<file path="config.mk">
export PLATFORM = sky130hd
export DESIGN_NAME = max_pool_with_argmax
export DESIGN_NICKNAME = d
export VERILOG_FILES = /design/src/design/mpa_pkg.sv /design/src/design/max_pool_with_argmax.sv /design/src/design/mpa_pos.sv /design/src/design/mpa_rmw.sv
export SDC_FILE = /design/constraint.sdc
export NUM_CORES = 2
export LEC_CHECK = 0
export BUFFER_PORTS_ARGS = -buffer_cell sky130_fd_sc_hd__buf_2
export CAP_MARGIN = 15
export CORE_ASPECT_RATIO = 1.5
export CORE_UTILIZATION = 63
export DETAILED_ROUTE_END_ITERATION = 10
export PLACE_DENSITY = 0.8
export SLEW_MARGIN = 20
export SYNTH_ARGS = -nofsm -noshare
export SYNTH_HDL_FRONTEND = slang
export SYNTH_SLANG_ARGS = --single-unit
</file>
<file path="constraint.sdc">
create_clock -name i_clk -period 10.9 [get_ports i_clk]
set_clock_uncertainty 0.2 [all_clocks]
set_input_delay 2.18 -clock i_clk [delete_from_list [all_inputs] [get_ports i_clk]]
set_output_delay 2.18 -clock i_clk [all_outputs]
set_load 0.05 [all_outputs]
</file>
<file path="src/design/mpa_pkg.sv">
`default_nettype none
package mpa_pkg;

    localparam int POOL_REG_W = 4;
    localparam int SIDE_REG_W = 8;
    localparam int MAPS_REG_W = 9;
    localparam int CFG_DATA_W = 9;
    localparam int CFG_IDX_W  = 2;

    localparam logic [CFG_IDX_W-1:0] REG_POOL_SIZE = 2'd0;
    localparam logic [CFG_IDX_W-1:0] REG_IN_SIDE   = 2'd1;
    localparam logic [CFG_IDX_W-1:0] REG_NUM_MAPS  = 2'd2;

    localparam int ARG_W  = 3;
    localparam int OROW_W = 7;
    localparam int OCOL_W = 7;
    localparam int MAP_W  = 8;

    // window flags for the sample at the current stream position
    typedef struct packed {
        logic in_span;
        logic first;
        logic last_win;
        logic last_map;
    } t_win_ctl;

endpackage
`default_nettype wire

</file>
<file path="src/design/max_pool_with_argmax.sv">
// a window result goes from stage 1 to the output register after its final word is accepted
// throughput: 1 word per cycle unless a stalled output holds stage 1; the line store is read
// on accept and written back as stage 1 advances, bypassed when neighbouring words share a column
// reset: position counters cleared, pool_size 2, in_side 28, num_maps 1;
// the line store is not cleared, each window writes its entry first
`default_nettype none
module max_pool_with_argmax #(
    parameter int MAX_SIDE    = 128,
    parameter int MAX_POOL    = 8,
    parameter int SAMPLE_BITS = 16
) (
    input  wire logic                                  i_clk,
    input  wire logic                                  i_rst_n,
    input  wire logic                                  i_cfg_we,
    input  wire logic [mpa_pkg::CFG_IDX_W-1:0]         i_cfg_index,
    input  wire logic [mpa_pkg::CFG_DATA_W-1:0]        i_cfg_data,
    input  wire logic                                  i_s_axis_tvalid,
    output logic                                       o_s_axis_tready,
    // sample
    input  wire logic [((SAMPLE_BITS+7)/8)*8-1:0]      i_s_axis_tdata,
    output logic                                       o_m_axis_tvalid,
    input  wire logic                                  i_m_axis_tready,
    // max_value, arg_row, arg_col, out_row, out_col, map_index
    output logic [((SAMPLE_BITS+28+7)/8)*8-1:0]        o_m_axis_tdata,
    // last_in_map
    output logic                                       o_m_axis_tlast
);
    import mpa_pkg::*;

    localparam int IW    = $clog2(MAX_SIDE);
    localparam int PW    = $clog2(MAX_POOL);
    localparam int SW    = $clog2(MAX_SIDE + 1);
    localparam int PV    = $clog2(MAX_POOL + 1);
    localparam int CPW   = (PV > POOL_REG_W) ? PV : POOL_REG_W;
    localparam int CSW   = (SW > SIDE_REG_W) ? SW : SIDE_REG_W;
    localparam int OUT_W = SAMPLE_BITS + 2 * ARG_W + OROW_W + OCOL_W + MAP_W;
    localparam int OUT_B = ((SAMPLE_BITS + 28 + 7) / 8) * 8;

    logic [POOL_REG_W-1:0] r_pool;
    logic [SIDE_REG_W-1:0] r_side;
    logic [MAPS_REG_W-1:0] r_maps;

    logic [CPW-1:0]        pool_z;
    logic [CSW-1:0]        side_z;
    logic [PV-1:0]         p_eff;
    logic [SW-1:0]         side_eff;
    logic [MAPS_REG_W-1:0] maps_eff;
    logic                  restart, acc, can_take;

    t_win_ctl          ctl;
    logic [IW-1:0]     oc, orow;
    logic [PW-1:0]     wr, wc;
    logic [MAP_W-1:0]  map_cur;

    logic [SAMPLE_BITS-1:0] res_max;
    logic [ARG_W-1:0]       res_ar, res_ac;
    logic [OROW_W-1:0]      res_orow;
    logic [OCOL_W-1:0]      res_oc;
    logic [MAP_W-1:0]       res_map;

    always_comb begin
        pool_z = CPW'(r_pool);
        side_z = CSW'(r_side);
        priority if (pool_z == '0) begin
            p_eff = PV'(1);
        end else if (pool_z > CPW'(MAX_POOL)) begin
            p_eff = PV'(MAX_POOL);
        end else begin
            p_eff = PV'(pool_z);
        end
        priority if (side_z == '0) begin
            side_eff = SW'(1);
        end else if (side_z > CSW'(MAX_SIDE)) begin
            side_eff = SW'(MAX_SIDE);
        end else begin
            side_eff = SW'(side_z);
        end
        priority if (r_maps == '0) begin
            maps_eff = MAPS_REG_W'(1);
        end else if (r_maps > MAPS_REG_W'(256)) begin
            maps_eff = MAPS_REG_W'(256);
        end else begin
            maps_eff = r_maps;
        end
        restart = i_cfg_we && ((i_cfg_index == REG_POOL_SIZE) ||
                               (i_cfg_index == REG_IN_SIDE) ||
                               (i_cfg_index == REG_NUM_MAPS));
        acc = i_s_axis_tvalid && can_take;
    end

    always_ff @(posedge i_clk) begin
        if (!i_rst_n) begin
            r_pool <= POOL_REG_W'(2);
            r_side <= SIDE_REG_W'(28);
            r_maps <= MAPS_REG_W'(1);
        end else if (i_cfg_we) begin
            unique case (i_cfg_index)
                REG_POOL_SIZE: r_pool <= i_cfg_data[POOL_REG_W-1:0];
                REG_IN_SIDE:   r_side <= i_cfg_data[SIDE_REG_W-1:0];
                REG_NUM_MAPS:  r_maps <= i_cfg_data[MAPS_REG_W-1:0];
                default: begin
                end
            endcase
        end
    end

    mpa_pos #(
        .MAX_SIDE (MAX_SIDE),
        .MAX_POOL (MAX_POOL)
    ) u_pos (
        .i_clk     (i_clk),
        .i_rst_n   (i_rst_n),
        .i_acc     (acc),
        .i_restart (restart),
        .i_p       (p_eff),
        .i_side    (side_eff),
        .i_maps    (maps_eff),
        .o_ctl     (ctl),
        .o_oc      (oc),
        .o_orow    (orow),
        .o_wr      (wr),
        .o_wc      (wc),
        .o_map     (map_cur)
    );

    mpa_rmw #(
        .MAX_SIDE    (MAX_SIDE),
        .MAX_POOL    (MAX_POOL),
        .SAMPLE_BITS (SAMPLE_BITS)
    ) u_rmw (
        .i_clk       (i_clk),
        .i_rst_n     (i_rst_n),
        .i_acc       (acc),
        .o_can_take  (can_take),
        .i_sample    (i_s_axis_tdata[SAMPLE_BITS-1:0]),
        .i_ctl       (ctl),
        .i_oc        (oc),
        .i_orow      (orow),
        .i_wr        (wr),
        .i_wc        (wc),
        .i_map       (map_cur),
        .o_valid     (o_m_axis_tvalid),
        .i_ready     (i_m_axis_tready),
        .o_max       (res_max),
        .o_arg_row   (res_ar),
        .o_arg_col   (res_ac),
        .o_out_row   (res_orow),
        .o_out_col   (res_oc),
        .o_map_index (res_map),
        .o_last      (o_m_axis_tlast)
    );

    assign o_s_axis_tready = can_take;

    logic [OUT_W-1:0] res_packed;
    assign res_packed     = {res_map, res_oc, res_orow, res_ac, res_ar, res_max};
    assign o_m_axis_tdata = OUT_B'(res_packed);

endmodule
`default_nettype wire

</file>
<file path="src/design/mpa_pos.sv">
`default_nettype none
module mpa_pos #(
    parameter int MAX_SIDE = 128,
    parameter int MAX_POOL = 8
) (
    input  wire logic                                i_clk,
    input  wire logic                                i_rst_n,
    input  wire logic                                i_acc,
    input  wire logic                                i_restart,
    input  wire logic [$clog2(MAX_POOL+1)-1:0]       i_p,
    input  wire logic [$clog2(MAX_SIDE+1)-1:0]       i_side,
    input  wire logic [mpa_pkg::MAPS_REG_W-1:0]      i_maps,
    output mpa_pkg::t_win_ctl                        o_ctl,
    output logic [$clog2(MAX_SIDE)-1:0]              o_oc,
    output logic [$clog2(MAX_SIDE)-1:0]              o_orow,
    output logic [$clog2(MAX_POOL)-1:0]              o_wr,
    output logic [$clog2(MAX_POOL)-1:0]              o_wc,
    output logic [mpa_pkg::MAP_W-1:0]                o_map
);
    import mpa_pkg::*;

    localparam int IW = $clog2(MAX_SIDE);
    localparam int PW = $clog2(MAX_POOL);
    localparam int SW = $clog2(MAX_SIDE + 1);
    localparam int PV = $clog2(MAX_POOL + 1);
    localparam int ZW = ((SW > PV) ? SW : PV) + 2;

    logic [IW-1:0]    r_col, n_col, r_row, n_row;
    logic [IW-1:0]    r_wsc, n_wsc, r_wsr, n_wsr;
    logic [IW-1:0]    r_oc, n_oc, r_orow, n_orow;
    logic [PW-1:0]    r_wc, n_wc, r_wr, n_wr;
    logic [MAP_W-1:0] r_map, n_map;

    logic [ZW-1:0] side_z, p_z;
    logic          col_end, row_end, map_end, wc_end, wr_end;
    logic          col_in, row_in, last_col, last_row;

    always_comb begin
        side_z   = ZW'(i_side);
        p_z      = ZW'(i_p);
        col_end  = (ZW'(r_col) + ZW'(1)) == side_z;
        row_end  = (ZW'(r_row) + ZW'(1)) == side_z;
        map_end  = (MAPS_REG_W'(r_map) + MAPS_REG_W'(1)) == i_maps;
        wc_end   = (ZW'(r_wc) + ZW'(1)) == p_z;
        wr_end   = (ZW'(r_wr) + ZW'(1)) == p_z;
        // a window counts only if it closes inside the map
        col_in   = (ZW'(r_wsc) + p_z) <= side_z;
        row_in   = (ZW'(r_wsr) + p_z) <= side_z;
        last_col = (ZW'(r_wsc) + p_z + p_z) > side_z;
        last_row = (ZW'(r_wsr) + p_z + p_z) > side_z;

        o_ctl.in_span  = col_in && row_in;
        o_ctl.first    = (r_wc == '0) && (r_wr == '0);
        o_ctl.last_win = wc_end && wr_end;
        o_ctl.last_map = last_col && last_row;
        o_oc   = r_oc;
        o_orow = r_orow;
        o_wr   = r_wr;
        o_wc   = r_wc;
        o_map  = r_map;
    end

    always_comb begin
        n_col  = r_col;
        n_row  = r_row;
        n_wsc  = r_wsc;
        n_wsr  = r_wsr;
        n_oc   = r_oc;
        n_orow = r_orow;
        n_wc   = r_wc;
        n_wr   = r_wr;
        n_map  = r_map;
        if (i_restart) begin
            n_col  = '0;
            n_row  = '0;
            n_wsc  = '0;
            n_wsr  = '0;
            n_oc   = '0;
            n_orow = '0;
            n_wc   = '0;
            n_wr   = '0;
            n_map  = '0;
        end else if (i_acc) begin
            if (col_end) begin
                n_col = '0;
                n_wsc = '0;
                n_oc  = '0;
                n_wc  = '0;
                if (row_end) begin
                    n_row  = '0;
                    n_wsr  = '0;
                    n_orow = '0;
                    n_wr   = '0;
                    n_map  = map_end ? '0 : r_map + MAP_W'(1);
                end else begin
                    n_row = r_row + IW'(1);
                    if (wr_end) begin
                        n_wr   = '0;
                        n_orow = r_orow + IW'(1);
                        n_wsr  = r_wsr + IW'(i_p);
                    end else begin
                        n_wr = r_wr + PW'(1);
                    end
                end
            end else begin
                n_col = r_col + IW'(1);
                if (wc_end) begin
                    n_wc  = '0;
                    n_oc  = r_oc + IW'(1);
                    n_wsc = r_wsc + IW'(i_p);
                end else begin
                    n_wc = r_wc + PW'(1);
                end
            end
        end
    end

    always_ff @(posedge i_clk) begin
        if (!i_rst_n) begin
            r_col  <= '0;
            r_row  <= '0;
            r_wsc  <= '0;
            r_wsr  <= '0;
            r_oc   <= '0;
            r_orow <= '0;
            r_wc   <= '0;
            r_wr   <= '0;
            r_map  <= '0;
        end else begin
            r_col  <= n_col;
            r_row  <= n_row;
            r_wsc  <= n_wsc;
            r_wsr  <= n_wsr;
            r_oc   <= n_oc;
            r_orow <= n_orow;
            r_wc   <= n_wc;
            r_wr   <= n_wr;
            r_map  <= n_map;
        end
    end

endmodule
`default_nettype wire

</file>
<file path="src/design/mpa_rmw.sv">
`default_nettype none
module mpa_rmw #(
    parameter int MAX_SIDE    = 128,
    parameter int MAX_POOL    = 8,
    parameter int SAMPLE_BITS = 16
) (
    input  wire logic                            i_clk,
    input  wire logic                            i_rst_n,
    input  wire logic                            i_acc,
    output logic                                 o_can_take,
    input  wire logic [SAMPLE_BITS-1:0]          i_sample,
    input  wire mpa_pkg::t_win_ctl               i_ctl,
    input  wire logic [$clog2(MAX_SIDE)-1:0]     i_oc,
    input  wire logic [$clog2(MAX_SIDE)-1:0]     i_orow,
    input  wire logic [$clog2(MAX_POOL)-1:0]     i_wr,
    input  wire logic [$clog2(MAX_POOL)-1:0]     i_wc,
    input  wire logic [mpa_pkg::MAP_W-1:0]       i_map,
    output logic                                 o_valid,
    input  wire logic                            i_ready,
    output logic [SAMPLE_BITS-1:0]               o_max,
    output logic [mpa_pkg::ARG_W-1:0]            o_arg_row,
    output logic [mpa_pkg::ARG_W-1:0]            o_arg_col,
    output logic [mpa_pkg::OROW_W-1:0]           o_out_row,
    output logic [mpa_pkg::OCOL_W-1:0]           o_out_col,
    output logic [mpa_pkg::MAP_W-1:0]            o_map_index,
    output logic                                 o_last
);
    import mpa_pkg::*;

    localparam int IW = $clog2(MAX_SIDE);
    localparam int PW = $clog2(MAX_POOL);
    localparam int EW = SAMPLE_BITS + 2 * PW;

    // line store entry: {max, row offset, col offset}
    logic [EW-1:0] mem_line [MAX_SIDE];

    logic [EW-1:0]          r_rd_q, r_byp_q;
    logic                   r_byp;
    logic                   r_s1_vld;
    t_win_ctl               r_s1_ctl;
    logic [SAMPLE_BITS-1:0] r_s1_sample;
    logic [IW-1:0]          r_s1_oc, r_s1_orow;
    logic [PW-1:0]          r_s1_wr, r_s1_wc;
    logic [MAP_W-1:0]       r_s1_map;

    logic                   r_o_vld;
    logic [SAMPLE_BITS-1:0] r_o_max;
    logic [ARG_W-1:0]       r_o_ar, r_o_ac;
    logic [OROW_W-1:0]      r_o_orow;
    logic [OCOL_W-1:0]      r_o_oc;
    logic [MAP_W-1:0]       r_o_map;
    logic                   r_o_last;

    logic [EW-1:0]          old_e, new_e;
    logic [SAMPLE_BITS-1:0] old_max;
    logic                   emit, s1_adv, wr_en;

    always_comb begin
        old_e   = r_byp ? r_byp_q : r_rd_q;
        old_max = old_e[EW-1 -: SAMPLE_BITS];
        if (r_s1_ctl.first) begin
            new_e = {r_s1_sample, {(2 * PW){1'b0}}};
        end else if ($signed(r_s1_sample) > $signed(old_max)) begin
            new_e = {r_s1_sample, r_s1_wr, r_s1_wc};
        end else begin
            new_e = old_e;
        end
        emit       = r_s1_ctl.in_span && r_s1_ctl.last_win;
        s1_adv     = r_s1_vld && (!emit || !r_o_vld || i_ready);
        wr_en      = s1_adv && r_s1_ctl.in_span;
        o_can_take = !r_s1_vld || s1_adv;
    end

    always_ff @(posedge i_clk) begin
        if (wr_en) begin
            mem_line[r_s1_oc] <= new_e;
        end
        if (i_acc) begin
            r_rd_q  <= mem_line[i_oc];
            // entry being written back at this edge: take the new value
            r_byp   <= wr_en && (r_s1_oc == i_oc);
            r_byp_q <= new_e;
        end
    end

    always_ff @(posedge i_clk) begin
        if (!i_rst_n) begin
            r_s1_vld <= 1'b0;
        end else if (o_can_take) begin
            r_s1_vld <= i_acc;
        end
    end

    always_ff @(posedge i_clk) begin
        if (i_acc) begin
            r_s1_ctl    <= i_ctl;
            r_s1_sample <= i_sample;
            r_s1_oc     <= i_oc;
            r_s1_orow   <= i_orow;
            r_s1_wr     <= i_wr;
            r_s1_wc     <= i_wc;
            r_s1_map    <= i_map;
        end
    end

    always_ff @(posedge i_clk) begin
        if (!i_rst_n) begin
            r_o_vld <= 1'b0;
        end else if (s1_adv && emit) begin
            r_o_vld <= 1'b1;
        end else if (i_ready) begin
            r_o_vld <= 1'b0;
        end
    end

    always_ff @(posedge i_clk) begin
        if (s1_adv && emit) begin
            r_o_max  <= new_e[EW-1 -: SAMPLE_BITS];
            r_o_ar   <= ARG_W'(new_e[2*PW-1 -: PW]);
            r_o_ac   <= ARG_W'(new_e[PW-1:0]);
            r_o_orow <= OROW_W'(r_s1_orow);
            r_o_oc   <= OCOL_W'(r_s1_oc);
            r_o_map  <= r_s1_map;
            r_o_last <= r_s1_ctl.last_map;
        end
    end

    assign o_valid     = r_o_vld;
    assign o_max       = r_o_max;
    assign o_arg_row   = r_o_ar;
    assign o_arg_col   = r_o_ac;
    assign o_out_row   = r_o_orow;
    assign o_out_col   = r_o_oc;
    assign o_map_index = r_o_map;
    assign o_last      = r_o_last;

endmodule
`default_nettype wire

</file>
==> results.py <==
metrics = {
    "logic_synthesis": {
        "synth_area_leaders": "edfxtp_1, mux4_2, dfxtp_1",
        "ys_seq_elements": 3033,
        "synth_top_area_share_pct": 74.9,
        "synthDistinctLibCells": 78,
        "synth_warnings": 0,
        "ys.flop_type": "edfxtp_1",
        "async_flop_share_pct": 0,
        "synth_edf_count": 2954,
        "netlist_instances": 5221,
        "syn_area_per_cell_um2": 22.7,
        "synth.largest_area_cell": "edfxtp_1",
        "yosysSeqAreaShare_pct": 76.2,
        "ys_top_cells_by_count": "edfxtp_1, mux4_2, nor2_1",
        "syn_area_um2": 118000,
        "synth_most_common_cell": "edfxtp_1",
    },
    "clocking": {
        "post_cts_resized": 0,
        "cts_buffers": 266,
        "cts-hold-fix-buffers": 0,
        "insertion_delay_ns": 0.84,
        "cts.repair_timing.setup_buffer_count": 0,
        "path_clk_slew_ns": 0.07,
        "clock-sinks": 3033,
        "cts_tree": "yes",
        "clk_path_buf_depth": 4,
        "root_buffer": "clkbuf_16",
        "cts_max_level": 5,
    },
    "pwr": {
        "ir_drop_uv": 114,
        "pwr-share-clk_pct": 41.1,
        "power_density_nw_per_um2": 178,
        "switching_share_pct": 21.1,
        "power_mw": 23.5,
        "power.leakage_nw": 40.2,
        "pwr-share-seq_pct": 55.6,
        "p_int_mw": 18.5,
        "p_switching_mw": 4.95,
        "combPwrFrac_pct": 3.3,
    },
    "sta": {
        "tns_ns": 0,
        "setup_viol": 0,
        "max_freq_mhz": 166,
        "rsz0062_at_grt": "no",
        "timing.final.crit_share_pct": 55.3,
        "worst_pin_slew_ns": 1.21,
        "finalHoldViolCount": 0,
        "slew_headroom_pct": 19.1,
        "fin_crit_ns": 6.03,
        "drv_slew": 0,
    },
    "run_status": {
        "outcome": "finished, violations left",
        "violations": "design-rule violations",
    },
    "floorplan": {
        "io_pins": 83,
        "die_h_um": 533,
        "die-area_um2": 190000,
        "coreArea_um2": 186000,
        "initial_core_util_pct": 63.5,
        "die_w_um": 356,
        "fp-row-count": 194,
    },
    "min_path": {
        "hold_end": "u_rmw.o_out_row[2]",
        "whs_path_depth": 0,
        "hold_path_class": "reg -> reg",
        "hp-start": "u_rmw.r_s1_orow[2]",
    },
    "final_layout": {
        "post-route-util_pct": 70.7,
        "syn_to_final_growth_pct": 11.3,
        "finalNetCount": 5613,
        "drive_gt1_share_pct": 30.8,
    },
    "setup_path": {
        "cp.arrival_ns": 6.28,
        "timing.rr.start": "u_rmw.r_byp",
        "startpoint_type": "register",
        "crit_path_end_kind": "register",
        "slowest_delay_ns": 0.97,
        "path_max_fanout": 97,
        "worstPathCellList": "buf_4 > mux2i_1 > ha_1 > a21o_1 > a21o_1 > a211oi_1 > o21ai_0 > nand2_1 > mux2i_2 > buf_4 > or2_2 > o21ai_4 > buf_4",
        "critPathKind": "reg -> reg",
        "cp.required_ns": 11.15,
        "cpMostUsedCell": "buf_4",
        "r2r_setup_slack_ns": 4.87,
        "crit_path_top_delay_cell": "buf_4",
        "r2r-end": "u_rmw.mem_line[97][15]",
        "r2r_cells": 13,
    },
    "detailed_routing": {
        "routed_via_density": 7.57,
        "ant_nets": 0,
        "drc": 30,
        "drt-initial-drc-count": 10200,
        "vias": 61800,
        "drt-pass1-iter-count": 11,
        "drt-total-wl_mm": 339,
        "wl_per_cell_um": 41.6,
    },
    "global_routing": {
        "grtUsageTotal_pct": 35.9,
        "overflow": 0,
        "grt_pass1_vias": 62200,
        "antenna_found_initial": 18,
        "grt_pass1_wl_mm": 471,
        "grt_max_degree": 138,
    },
    "placed_design": {
        "place_hpwl_mm": 163,
        "gp_congestion": 0.856,
        "port_buffers": 78,
    },
    "job": {
        "maxCapViolCount": 0,
    },
}
sequential cells by signal, indices dropped and copies added (netlist names), 7 cells and up:
name,cells
u_rmw.mem_line,2816
u_rmw.r_byp_q,22
u_rmw.r_rd_q,22
u_rmw.o_max,16
u_rmw.r_s1_sample,16
r_maps,9
r_side,8
u_pos.o_map,8
u_rmw.o_map_index,8
u_rmw.r_s1_map,8
u_pos.o_oc,7
u_pos.o_orow,7
u_pos.r_col,7
u_pos.r_row,7
u_pos.r_wsc,7
u_pos.r_wsr,7
u_rmw.o_out_col,7
u_rmw.o_out_row,7
u_rmw.r_s1_oc,7
u_rmw.r_s1_orow,7
power by group through the flow:
stage / combinational [mW] / clock [mW] / sequential, mW
6_report: 0.772 / 9.66 / 13.1
3_3_place_gp: 0.681 / 0 / 13.3
3_5_place_dp: 0.723 / 0 / 13.3
5_1_grt: 0.795 / 10.1 / 13.1
4_1_cts: 0.747 / 9.67 / 13.1
2_1_floorplan: 0.388 / 0 / 13.4
worst max-delay path, delay by kind of cell, from the launching register on:
family                   cells  cell delay, ns
buffers and inverters        3            1.58
flip-flops                   1            0.37
multiplexers                 2            0.56
adder cells (fa/ha/maj)      1            0.34
AO/OA/AOI/OAI                5            1.75
AND/OR/NAND/NOR              2            0.70
layout by cell type, fill, tap and decap left out, types with 18 or more instances in the layout:
master / instances
edfxtp_1: 2954
mux4_2: 899
clkbuf_16: 278
buf_4: 201
nor2_2: 124
nand2_1: 89
mux2i_1: 88
buf_2: 78
ha_1: 75
dfxtp_1: 73
clkbuf_1: 57
nor2_1: 53
nand3_1: 51
a21oi_1: 46
o21ai_0: 46
o21a_1: 39
nor2b_1: 38
clkinv_1: 38
clkinv_2: 33
xor2_1: 31
xnor2_1: 27
bufinv_16: 27
inv_1: 23
a22oi_1: 21
nor3_1: 18
stage by stage:
step	setup slack (ns)	instance area, um2	cells	hold slack (ns)
2_1_floorplan	1.57	118000	5224	0.200
3_3_place_gp	5.23	123000	7681	0.202
3_5_place_dp	5.07	123000	7682	0.205
4_1_cts	4.84	132000	8150	0.221
5_1_grt	4.76	132000	8157	0.224
6_report	4.87	132000	8161	0.221
per-layer routing:
layer	share of wire, %	up-vias	wire length (um)	global-route usage [%]
met1	31	31700	104000	44.1
met2	49	6021	167000	58.0
li1	-	22600	-	-
met4	8.3	12	28000	24.1
met3	12	1403	39900	7.34
met5	0.024	-	83	0
area by class of cell:
class,instances,area [um2]
antenna,5,12.5
clock buffer,335,7170
clock inverter,133,1440
fill,9780,54700
inverter,25,96.3
multi-input combinational,1884,27400
sequential,3033,90300
tap,2450,3070
timing repair buffer,296,2230
worst max path at each step:
stage / start / end / slack, ns / cells after the start
2_1_floorplan: u_rmw.r_byp / u_rmw.mem_line[0][10] / 1.57 / 14
3_3_place_gp: u_rmw.r_byp / u_rmw.mem_line[106][8] / 5.23 / 13
3_5_place_dp: u_rmw.r_byp / u_rmw.mem_line[100][8] / 5.07 / 13
4_1_cts: u_rmw.r_byp / u_rmw.mem_line[80][8] / 4.84 / 13
5_1_grt: u_rmw.r_byp / u_rmw.mem_line[97][15] / 4.76 / 13
6_report: u_rmw.r_byp / u_rmw.mem_line[97][15] / 4.87 / 13
logic make-up after synthesis:
| group | after synthesis | synth area share (%) |
|---|---|---|
| compound gates | 252 | 1.43 |
| fa+ha+maj | 79 | 0.826 |
| other cells | 1 | 0.00317 |
| mux | 1002 | 18.0 |
| flops | 3033 | 76.2 |
| xor+xnor | 60 | 0.467 |
| simple gates | 487 | 1.98 |
| buf+inv | 307 | 1.09 |
No activity file was read; power rests on OpenSTA's default activity.
